<file path="src/design/wsdfr_pkg.sv">
package wsdfr_pkg;

  typedef enum logic [2:0] {
    PH_HDR0 = 3'd0,
    PH_HDR1 = 3'd1,
    PH_EXT  = 3'd2,
    PH_KEY  = 3'd3,
    PH_DATA = 3'd4
  } phase_e;

  // Frame kind codes on the result channel
  localparam logic [2:0] KIND_TEXT   = 3'd0;
  localparam logic [2:0] KIND_BINARY = 3'd1;
  localparam logic [2:0] KIND_CLOSE  = 3'd2;
  localparam logic [2:0] KIND_PING   = 3'd3;
  localparam logic [2:0] KIND_PONG   = 3'd4;
  localparam logic [2:0] KIND_OTHER  = 3'd5;

  // Opcodes
  localparam logic [3:0] OP_TEXT   = 4'h1;
  localparam logic [3:0] OP_BINARY = 4'h2;
  localparam logic [3:0] OP_CLOSE  = 4'h8;
  localparam logic [3:0] OP_PING   = 4'h9;
  localparam logic [3:0] OP_PONG   = 4'hA;

  localparam logic [6:0]  LEN_EXT16     = 7'd126;
  localparam logic [6:0]  LEN_EXT64     = 7'd127;
  localparam logic [2:0]  EXT16_COUNT   = 3'd1;
  localparam logic [2:0]  EXT64_COUNT   = 3'd7;
  localparam logic [15:0] CLOSE_DEFAULT = 16'd1000;

  localparam int unsigned CFG_DW = 64;
  localparam int unsigned CFG_AW = 4;
  localparam logic        REG_MAX_LEN = 1'b0;

  typedef struct packed {
    logic [7:0]  payload_byte;
    logic        has_byte;
    logic [2:0]  frame_kind;
    logic        final_fragment;
    logic        last_in_frame;
    logic [15:0] close_code;
    logic        length_error;
  } result_t;

  function automatic logic [2:0] kind_of(input logic [3:0] op);
    logic [2:0] k;
    case (op)
      OP_TEXT:   k = KIND_TEXT;
      OP_BINARY: k = KIND_BINARY;
      OP_CLOSE:  k = KIND_CLOSE;
      OP_PING:   k = KIND_PING;
      OP_PONG:   k = KIND_PONG;
      default:   k = KIND_OTHER;
    endcase
    return k;
  endfunction

endpackage

</file>
<file path="src/design/websocket_frame_deframer.sv">
// A payload, marker or error result appears on the output register in the
// cycle after the byte that causes it is accepted.
// Throughput: one received byte per cycle; the output register holds a result
// while the next byte is taken, so only a stalled output slows the input.
// Reset (async, active low) returns the parser to the first header byte,
// clears the closed state and sets the maximum payload length to all ones.
module websocket_frame_deframer
  import wsdfr_pkg::*;
(
  input  logic              clk_i,
  input  logic              rst_ni,
  input  logic              psel,
  input  logic              penable,
  input  logic              pwrite,
  input  logic [CFG_AW-1:0] paddr,
  input  logic [CFG_DW-1:0] pwdata,
  output logic [CFG_DW-1:0] prdata,
  output logic              pready,
  input  logic              rx_valid_i,
  output logic              rx_ready_o,
  input  logic [7:0]        rx_byte_i,
  output logic              out_valid_o,
  input  logic              out_ready_i,
  output logic [7:0]        payload_byte_o,
  output logic              has_byte_o,
  output logic [2:0]        frame_kind_o,
  output logic              final_fragment_o,
  output logic              last_in_frame_o,
  output logic [15:0]       close_code_o,
  output logic              length_error_o
);

  logic [63:0] max_len;
  logic        fire;
  logic        res_valid;
  result_t     res;
  result_t     out;

  assign fire = rx_valid_i & rx_ready_o;

  wsdfr_apb_regs u_regs (
    .clk_i     (clk_i),
    .rst_ni    (rst_ni),
    .psel      (psel),
    .penable   (penable),
    .pwrite    (pwrite),
    .paddr     (paddr),
    .pwdata    (pwdata),
    .prdata    (prdata),
    .pready    (pready),
    .max_len_o (max_len)
  );

  wsdfr_parser u_parser (
    .clk_i       (clk_i),
    .rst_ni      (rst_ni),
    .fire_i      (fire),
    .rx_byte_i   (rx_byte_i),
    .max_len_i   (max_len),
    .res_valid_o (res_valid),
    .res_o       (res)
  );

  wsdfr_out_reg u_out (
    .clk_i       (clk_i),
    .rst_ni      (rst_ni),
    .fire_i      (fire),
    .res_valid_i (res_valid),
    .res_i       (res),
    .out_ready_i (out_ready_i),
    .in_ready_o  (rx_ready_o),
    .out_valid_o (out_valid_o),
    .out_o       (out)
  );

  assign payload_byte_o   = out.payload_byte;
  assign has_byte_o       = out.has_byte;
  assign frame_kind_o     = out.frame_kind;
  assign final_fragment_o = out.final_fragment;
  assign last_in_frame_o  = out.last_in_frame;
  assign close_code_o     = out.close_code;
  assign length_error_o   = out.length_error;

endmodule

</file>
<file path="src/design/wsdfr_apb_regs.sv">
module wsdfr_apb_regs
  import wsdfr_pkg::*;
(
  input  logic              clk_i,
  input  logic              rst_ni,
  input  logic              psel,
  input  logic              penable,
  input  logic              pwrite,
  input  logic [CFG_AW-1:0] paddr,
  input  logic [CFG_DW-1:0] pwdata,
  output logic [CFG_DW-1:0] prdata,
  output logic              pready,
  output logic [63:0]       max_len_o
);

  logic [63:0] max_len_q;
  logic        wr_en;
  logic        sel_max;

  assign pready  = 1'b1;
  assign sel_max = (paddr[CFG_AW-1] == REG_MAX_LEN);
  assign wr_en   = psel & penable & pwrite & sel_max;

  always_ff @(posedge clk_i or negedge rst_ni) begin
    if (!rst_ni) begin
      max_len_q <= '1;
    end else if (wr_en) begin
      max_len_q <= pwdata;
    end
  end

  assign prdata    = sel_max ? max_len_q : '0;
  assign max_len_o = max_len_q;

endmodule

</file>
<file path="src/design/wsdfr_parser.sv">
module wsdfr_parser
  import wsdfr_pkg::*;
(
  input  logic        clk_i,
  input  logic        rst_ni,
  input  logic        fire_i,
  input  logic [7:0]  rx_byte_i,
  input  logic [63:0] max_len_i,
  output logic        res_valid_o,
  output result_t     res_o
);

  phase_e      phase_q, phase_d;
  logic [3:0]  opcode_q, opcode_d;
  logic        fin_q, fin_d;
  logic        mask_q, mask_d;
  logic [2:0]  ext_cnt_q, ext_cnt_d;
  logic [63:0] rem_q, rem_d;
  logic [31:0] key_q, key_d;
  logic [1:0]  key_pos_q, key_pos_d;
  logic [1:0]  pay_pos_q, pay_pos_d;
  logic [15:0] cap_q, cap_d;
  logic        closed_q, closed_d;

  logic [6:0]  len7;
  logic [63:0] ext_len;
  logic [63:0] hdr_len;
  logic        hdr_err;
  logic        hdr_zero;
  logic        hdr_done;
  logic [7:0]  key_byte;
  logic [7:0]  data_byte;
  logic [15:0] data_cap;
  logic [1:0]  data_pos;
  logic [63:0] rem_dec;
  logic        data_last;
  logic [2:0]  kind;
  logic        is_close;

  assign len7     = rx_byte_i[6:0];
  assign ext_len  = {rem_q[55:0], rx_byte_i};
  assign kind     = kind_of(opcode_q);
  assign is_close = (kind == KIND_CLOSE);

  // Length seen when the header completes, by phase
  always_comb begin
    case (phase_q)
      PH_HDR1: hdr_len = {57'd0, len7};
      PH_EXT:  hdr_len = ext_len;
      default: hdr_len = rem_q;
    endcase
  end

  assign hdr_err  = (hdr_len > max_len_i);
  assign hdr_zero = (hdr_len == 64'd0);

  always_comb begin
    case (phase_q)
      PH_HDR1: hdr_done = (len7 != LEN_EXT16) && (len7 != LEN_EXT64) && !rx_byte_i[7];
      PH_EXT:  hdr_done = (ext_cnt_q == 3'd0) && !mask_q;
      PH_KEY:  hdr_done = (key_pos_q == 2'd3);
      default: hdr_done = 1'b0;
    endcase
  end

  always_comb begin
    case (key_pos_q)
      2'd0:    key_byte = key_q[31:24];
      2'd1:    key_byte = key_q[23:16];
      2'd2:    key_byte = key_q[15:8];
      default: key_byte = key_q[7:0];
    endcase
  end

  assign data_byte = rx_byte_i ^ (mask_q ? key_byte : 8'h00);
  assign rem_dec   = rem_q - 64'd1;
  assign data_last = (rem_dec == 64'd0);

  // Capture the first two payload bytes as a big-endian close status
  always_comb begin
    case (pay_pos_q)
      2'd0: begin
        data_cap = {data_byte, 8'h00};
        data_pos = 2'd1;
      end
      2'd1: begin
        data_cap = {cap_q[15:8], data_byte};
        data_pos = 2'd2;
      end
      default: begin
        data_cap = cap_q;
        data_pos = pay_pos_q;
      end
    endcase
  end

  // Next state
  always_comb begin
    phase_d   = phase_q;
    opcode_d  = opcode_q;
    fin_d     = fin_q;
    mask_d    = mask_q;
    ext_cnt_d = ext_cnt_q;
    rem_d     = rem_q;
    key_d     = key_q;
    key_pos_d = key_pos_q;
    pay_pos_d = pay_pos_q;
    cap_d     = cap_q;
    closed_d  = closed_q;
    if (fire_i && !closed_q) begin
      case (phase_q)
        PH_HDR0: begin
          fin_d    = rx_byte_i[7];
          opcode_d = rx_byte_i[3:0];
          phase_d  = PH_HDR1;
        end
        PH_HDR1: begin
          mask_d = rx_byte_i[7];
          rem_d  = {57'd0, len7};
          if (len7 == LEN_EXT16) begin
            rem_d     = '0;
            ext_cnt_d = EXT16_COUNT;
            phase_d   = PH_EXT;
          end else if (len7 == LEN_EXT64) begin
            rem_d     = '0;
            ext_cnt_d = EXT64_COUNT;
            phase_d   = PH_EXT;
          end else if (rx_byte_i[7]) begin
            key_pos_d = 2'd0;
            key_d     = '0;
            phase_d   = PH_KEY;
          end
        end
        PH_EXT: begin
          rem_d = ext_len;
          if (ext_cnt_q != 3'd0) begin
            ext_cnt_d = ext_cnt_q - 3'd1;
          end else if (mask_q) begin
            key_pos_d = 2'd0;
            key_d     = '0;
            phase_d   = PH_KEY;
          end
        end
        PH_KEY: begin
          key_d = {key_q[23:0], rx_byte_i};
          if (key_pos_q != 2'd3) begin
            key_pos_d = key_pos_q + 2'd1;
          end
        end
        PH_DATA: begin
          key_pos_d = key_pos_q + 2'd1;
          cap_d     = data_cap;
          pay_pos_d = data_pos;
          rem_d     = rem_dec;
          if (data_last) begin
            phase_d = PH_HDR0;
            if (is_close) begin
              closed_d = 1'b1;
            end
          end
        end
        default: begin
          phase_d = PH_HDR0;
        end
      endcase
      if (hdr_done) begin
        key_pos_d = 2'd0;
        pay_pos_d = 2'd0;
        cap_d     = CLOSE_DEFAULT;
        if (hdr_err) begin
          closed_d = 1'b1;
          phase_d  = PH_HDR0;
        end else if (hdr_zero) begin
          phase_d = PH_HDR0;
          if (is_close) begin
            closed_d = 1'b1;
          end
        end else begin
          phase_d = PH_DATA;
        end
      end
    end
  end

  // Result
  always_comb begin
    res_valid_o          = 1'b0;
    res_o.payload_byte   = 8'h00;
    res_o.has_byte       = 1'b0;
    res_o.frame_kind     = kind;
    res_o.final_fragment = fin_q;
    res_o.last_in_frame  = 1'b0;
    res_o.close_code     = 16'd0;
    res_o.length_error   = 1'b0;
    if (fire_i && !closed_q) begin
      if (hdr_done) begin
        res_valid_o         = hdr_err || hdr_zero;
        res_o.last_in_frame = 1'b1;
        if (hdr_err) begin
          res_o.length_error = 1'b1;
        end else if (is_close) begin
          res_o.close_code = CLOSE_DEFAULT;
        end
      end else if (phase_q == PH_DATA) begin
        res_valid_o         = 1'b1;
        res_o.payload_byte  = data_byte;
        res_o.has_byte      = 1'b1;
        res_o.last_in_frame = data_last;
        if (data_last && is_close) begin
          res_o.close_code = (data_pos == 2'd2) ? data_cap : CLOSE_DEFAULT;
        end
      end
    end
  end

  always_ff @(posedge clk_i or negedge rst_ni) begin
    if (!rst_ni) begin
      phase_q   <= PH_HDR0;
      opcode_q  <= 4'h0;
      fin_q     <= 1'b0;
      mask_q    <= 1'b0;
      ext_cnt_q <= 3'd0;
      rem_q     <= '0;
      key_q     <= '0;
      key_pos_q <= 2'd0;
      pay_pos_q <= 2'd0;
      cap_q     <= CLOSE_DEFAULT;
      closed_q  <= 1'b0;
    end else begin
      phase_q   <= phase_d;
      opcode_q  <= opcode_d;
      fin_q     <= fin_d;
      mask_q    <= mask_d;
      ext_cnt_q <= ext_cnt_d;
      rem_q     <= rem_d;
      key_q     <= key_d;
      key_pos_q <= key_pos_d;
      pay_pos_q <= pay_pos_d;
      cap_q     <= cap_d;
      closed_q  <= closed_d;
    end
  end

endmodule

</file>
<file path="src/design/wsdfr_out_reg.sv">
module wsdfr_out_reg
  import wsdfr_pkg::*;
(
  input  logic    clk_i,
  input  logic    rst_ni,
  input  logic    fire_i,
  input  logic    res_valid_i,
  input  result_t res_i,
  input  logic    out_ready_i,
  output logic    in_ready_o,
  output logic    out_valid_o,
  output result_t out_o
);

  logic    valid_q, valid_d;
  result_t data_q;

  // Accept a new byte whenever the held result leaves this cycle or none is held
  assign in_ready_o = !valid_q || out_ready_i;

  always_comb begin
    valid_d = valid_q;
    if (fire_i) begin
      valid_d = res_valid_i;
    end else if (out_ready_i) begin
      valid_d = 1'b0;
    end
  end

  always_ff @(posedge clk_i or negedge rst_ni) begin
    if (!rst_ni) begin
      valid_q <= 1'b0;
    end else begin
      valid_q <= valid_d;
    end
  end

  always_ff @(posedge clk_i) begin
    if (fire_i && res_valid_i) begin
      data_q <= res_i;
    end
  end

  assign out_valid_o = valid_q;
  assign out_o       = data_q;

endmodule

</file>
<file path="config.mk">
export PLATFORM = sky130hd
export DESIGN_NAME = websocket_frame_deframer
export DESIGN_NICKNAME = d
export VERILOG_FILES = /design/src/design/wsdfr_pkg.sv /design/src/design/websocket_frame_deframer.sv /design/src/design/wsdfr_apb_regs.sv /design/src/design/wsdfr_parser.sv /design/src/design/wsdfr_out_reg.sv
export SDC_FILE = /design/constraint.sdc
export NUM_CORES = 1
export LEC_CHECK = 0
export ABC_CLOCK_PERIOD_IN_PS = 13900
export BUFFER_PORTS_ARGS = -buffer_cell sky130_fd_sc_hd__buf_4
export CAP_MARGIN = 20
export CORE_MARGIN = 2
export CORE_UTILIZATION = 45
export CTS_BUF_LIST = sky130_fd_sc_hd__clkbuf_8 sky130_fd_sc_hd__clkbuf_16
export DETAILED_ROUTE_END_ITERATION = 10
export GPL_TIMING_DRIVEN = 0
export PLACE_DENSITY = 0.67
export SYNTH_ARGS = -nofsm -noshare
export SYNTH_HDL_FRONTEND = slang
export SYNTH_SLANG_ARGS = --single-unit
</file>
<file path="constraint.sdc">
create_clock -name clk_i -period 13.9 [get_ports clk_i]
set_clock_uncertainty 0.1 [all_clocks]
set_input_delay 1.39 -clock clk_i [delete_from_list [all_inputs] [get_ports clk_i]]
set_output_delay 1.39 -clock clk_i [all_outputs]
set_load 0.005 [all_outputs]
</file>
==> impl_metrics.sql <==
INSERT INTO impl_metrics (metric_group, metric, value, unit) VALUES
('run_status', 'run_status', 'completed', ''),
('critical_path', 'slowest_stage', 'nor3b_1', ''),
('clock_tree', 'clk_latency', '0.59', 'ns'),
('cells_and_area', 'antenna_cells', '0', ''),
('detailed_routing', 'post-route-drc-count', '0', ''),
('timing', 'timing.setup.tns', '0', 'ns'),
('placement', 'port_buffers', '174', ''),
('detailed_routing', 'drt_first_iter_violations', '1891', ''),
('die', 'pin_count', '181', ''),
('pwr', 'share_of_total_power_in_sequential_cells', '0.433', ''),
('cells_and_area', 'multiInputGateArea', '0.00817', 'mm^2'),
('pwr', 'p_leak', '7.34', 'nW'),
('synthesis', 'netlist-cell-type-count', '73', ''),
('pwr', 'power.internal', '1.29', 'mW'),
('critical_path', 'worst-setup-path-type', 'register to register', ''),
('critical_path', 'crit_end_element', 'register', ''),
('clock_tree', 'cts.clk_slew.worst_paths', '0.07', 'ns'),
('pwr', 'irDropWorstVdd', '0.0976', 'mV'),
('synthesis', 'synth-main-ff-cell', 'dfrtp_1', ''),
('clock_tree', 'ctsRootBufferMaster', 'clkbuf_16', ''),
('timing', 'finalMaxSlewViolations', '0', ''),
('job', 'drv_cap', '0', ''),
('timing', 'timing.final.setup_violations', '0', ''),
('cells_and_area', 'flow.area_growth_from_synthesis', '19.1', '%'),
('clock_tree', 'clock_tree_from_tritoncts', 'yes', ''),
('synthesis', 'synth_area_per_cell', '8.65', 'um^2'),
('synthesis', 'yosys.area.top_type_share', '0.208', ''),
('timing', 'rsz0062_at_grt', 'false', ''),
('pwr', 'power.total', '1.75', 'mW'),
('detailed_routing', 'avgViaCountPerCell', '6.22', ''),
('pwr', 'netSwitchingPower', '458', 'uW'),
('critical_path', 'crit_path_cell_trace', 'clkbuf_1 > nor3b_1 > clkbuf_1 > clkbuf_1 > buf_1 > nand2_1 > o21ai_0 > ha_1 > nand4_1 > nor4_1 > nand4_1 > o2111ai_1 > o21ai_0 > a21oi_1 > or2_2', ''),
('die', 'rows', '66', ''),
('critical_path', 'crit_buf_inv', '4', ''),
('timing', 'maxClockFrequency', '150', 'MHz'),
('timing', 'layout_min_cycle_time', '6.67', 'ns'),
('synthesis', 'mappedNetlistNets', '1885', ''),
('grt', 'grt_pass1_vias', '14400', ''),
('cells_and_area', 'final_net_count', '2091', ''),
('placement', 'hpwl', '41600', 'um'),
('grt', 'grtUsageTotal', '0.326', ''),
('pwr', 'clkPwrFrac', '0.427', ''),
('critical_path', 'critPathMaxFanout', '31', ''),
('clock_tree', 'cts.repair.resized', '0', ''),
('critical_path', 'cp.arrival', '6.78', 'ns'),
('timing', 'hold_viol_final', '0', ''),
('synthesis', 'syn_inst', '1726', ''),
('grt', 'grt_overflow', '0', ''),
('worst_hold_path', 'timing.hold.worst.class', 'register to register', ''),
('synthesis', 'synth.yosys.seq_area_share', '0.393', ''),
('grt', 'grt_first_pass_wirelength', '85500', 'um'),
('pwr', 'share_comb_of_total_power', '0.140', ''),
('cells_and_area', 'fraction_of_layout_instances_using_a_drive_strength_above_1', '0.206', ''),
('detailed_routing', 'wirelength', '56600', 'um'),
('clock_tree', 'cts_setup_buffers', '0', ''),
('synthesis', 'synth.largest_area_cell', 'dfrtp_1', ''),
('timing', 'relative_slew_margins', '0.250', ''),
('clock_tree', 'cts_made_buffers', '28', ''),
('timing', 'post-route-period-util', '0.480', ''),
('timing', 'worst_hold_slack', '0.349', 'ns'),
('synthesis', 'syn-cell-area', '0.0149', 'mm^2'),
('critical_path', 'crit_path_max_incr_delay', '0.90', 'ns'),
('critical_path', 'worst_path_dominant_cell_family', 'simple AND/OR/NAND/NOR gates', ''),
('critical_path', 'critical_path_required_time', '14.01', 'ns'),
('cells_and_area', 'sequential_cell_area', '0.00587', 'mm^2'),
('critical_path', 'critPathMostFrequentCell', 'clkbuf_1', ''),
('clock_tree', 'h-tree-depth', '1', ''),
('critical_path', 'setup.worst_path.start_class', 'register', ''),
('detailed_routing', 'routedWlPerCell', '23.6', 'um'),
('detailed_routing', 'detail-route-antenna-nets', '0', ''),
('cells_and_area', 'fill_cells', '3024', '');
==> cell type report <==
class,instances,area share
multi-input cells,1272,0.459
inverters,86,0.0181
clock buffers,36,0.0481
flip-flops and latches,225,0.330
clock inverters,15,0.00577
repair buffers,176,0.0757
plain buffers,143,0.0318
well taps,442,0.0311
==> worst register-to-register path: stages (launching register included) <==
cell and delay [ns]:
dfrtp_1 0.36, clkbuf_1 0.23, nor3b_1 0.90, clkbuf_1 0.54, clkbuf_1 0.82, buf_1 0.45
nand2_1 0.09, o21ai_0 0.14, ha_1 0.18, nand4_1 0.17, nor4_1 0.42, nand4_1 0.28
o2111ai_1 0.42, o21ai_0 0.33, a21oi_1 0.25, or2_2 0.60
==> state kept, by name, summed over array words and instances, names as in the netlist <==
signal,count
u_parser.phase_q,3
u_parser.key_q,32
u_parser.pay_pos_q,2
u_parser.closed_q,1
u_parser.mask_q,1
u_parser.opcode_q,4
u_parser.key_pos_q,2
u_regs.max_len_o,64
u_parser.rem_q,64
u_parser.ext_cnt_q,3
u_out.out_o,31
u_parser.cap_q,16
u_parser.fin_q,1
u_out.out_valid_o,1
==> power by group through the flow <==
| stage | Clock, mW | Combinational, mW | Sequential (mW) |
|---|---|---|---|
| after global routing | 0.782 | 0.272 | 0.762 |
| after CTS | 0.754 | 0.245 | 0.756 |
| after floorplan | 0 | 0.134 | 0.761 |
| after global placement | 0 | 0.235 | 0.765 |
| after detailed placement | 0 | 0.244 | 0.767 |
| final | 0.746 | 0.244 | 0.756 |
==> per-layer routing <==
metal  vias to the layer above  wire length (um)  global-route usage
li1                       6689                 -                   -
met4                         0              2950               0.153
met2                       818             26100               0.537
met1                      7198             22600               0.420
met5                         -                 0                   0
met3                       181              4910              0.0551
==> cell usage after synthesis, types with 28 or more instances <==
cell      instances
o21ai_0         202
nor2_1          165
nand2_1         160
clkbuf_1        133
dfrtp_1         124
a21oi_1          92
inv_1            86
ha_1             76
mux2_2           74
dfstp_2          70
nor4_1           56
a22oi_1          47
nor3_1           47
a22o_1           32
edfxtp_1         31
nand4_1          31
nand3_1          28
==> placed cells by master (no fill, tap or decap), types with 18 or more instances in the layout <==
cell type  count
ha_1          76
inv_1         92
xnor2_1       21
nor3_1        47
nand3_1       28
mux2_2        74
dfrtp_1      124
nor4_1        56
nand4_1       31
clkbuf_16     32
dfstp_2       70
or3_1         18
and2_1        21
nand2_1      160
edfxtp_1      31
nor2_1       165
clkbuf_1     133
buf_4        174
o21ai_0      202
a22oi_1       47
a22o_1        32
a21oi_1       92
==> path summary, 6_finish.rpt <==
path	from	to	slack, ns	cells after the start
worst min-delay path	u_parser.fin_q	u_out.out_o[18]	0.35	0
max in group asynchronous	rst_ni	u_parser.rem_q[35]	11.95	2
worst max register to register	u_parser.phase_q[2]	u_out.out_o[24]	7.23	15
min in group asynchronous	rst_ni	u_parser.pay_pos_q[0]	0.67	1
worst max-delay path	u_parser.phase_q[2]	u_out.out_o[24]	7.23	15
worst min register to register	u_parser.fin_q	u_out.out_o[18]	0.35	0
==> through the flow <==
| stage | setup slack [ns] | cell area [um^2] | util | instances |
|---|---|---|---|---|
| after global routing | 6.94 | 17800 | 0.545 | 2395 |
| after global placement | 7.56 | 16800 | 0.515 | 2342 |
| after CTS | 7.49 | 17800 | 0.545 | 2394 |
| final | 7.23 | 17800 | 0.545 | 2395 |
| after floorplan | 9.44 | 14900 | - | 1726 |
| after detailed placement | 7.51 | 16800 | 0.516 | 2343 |
==> cell families (layout without fill, tap and decap cells) <==
logic type	Yosys count	count (layout)	share of synthesized area
DFF	225	225	0.393
xor gates and xnor gates	25	25	0.0147
muxes	77	77	0.0578
other	1	1	0.000251
buffers and inverters	229	456	0.0595
adders and majority gates	76	76	0.0637
and+or+nand+nor	616	616	0.213
AOI/OAI and AO/OA	477	477	0.198
No activity file was read; power rests on OpenSTA's default activity.
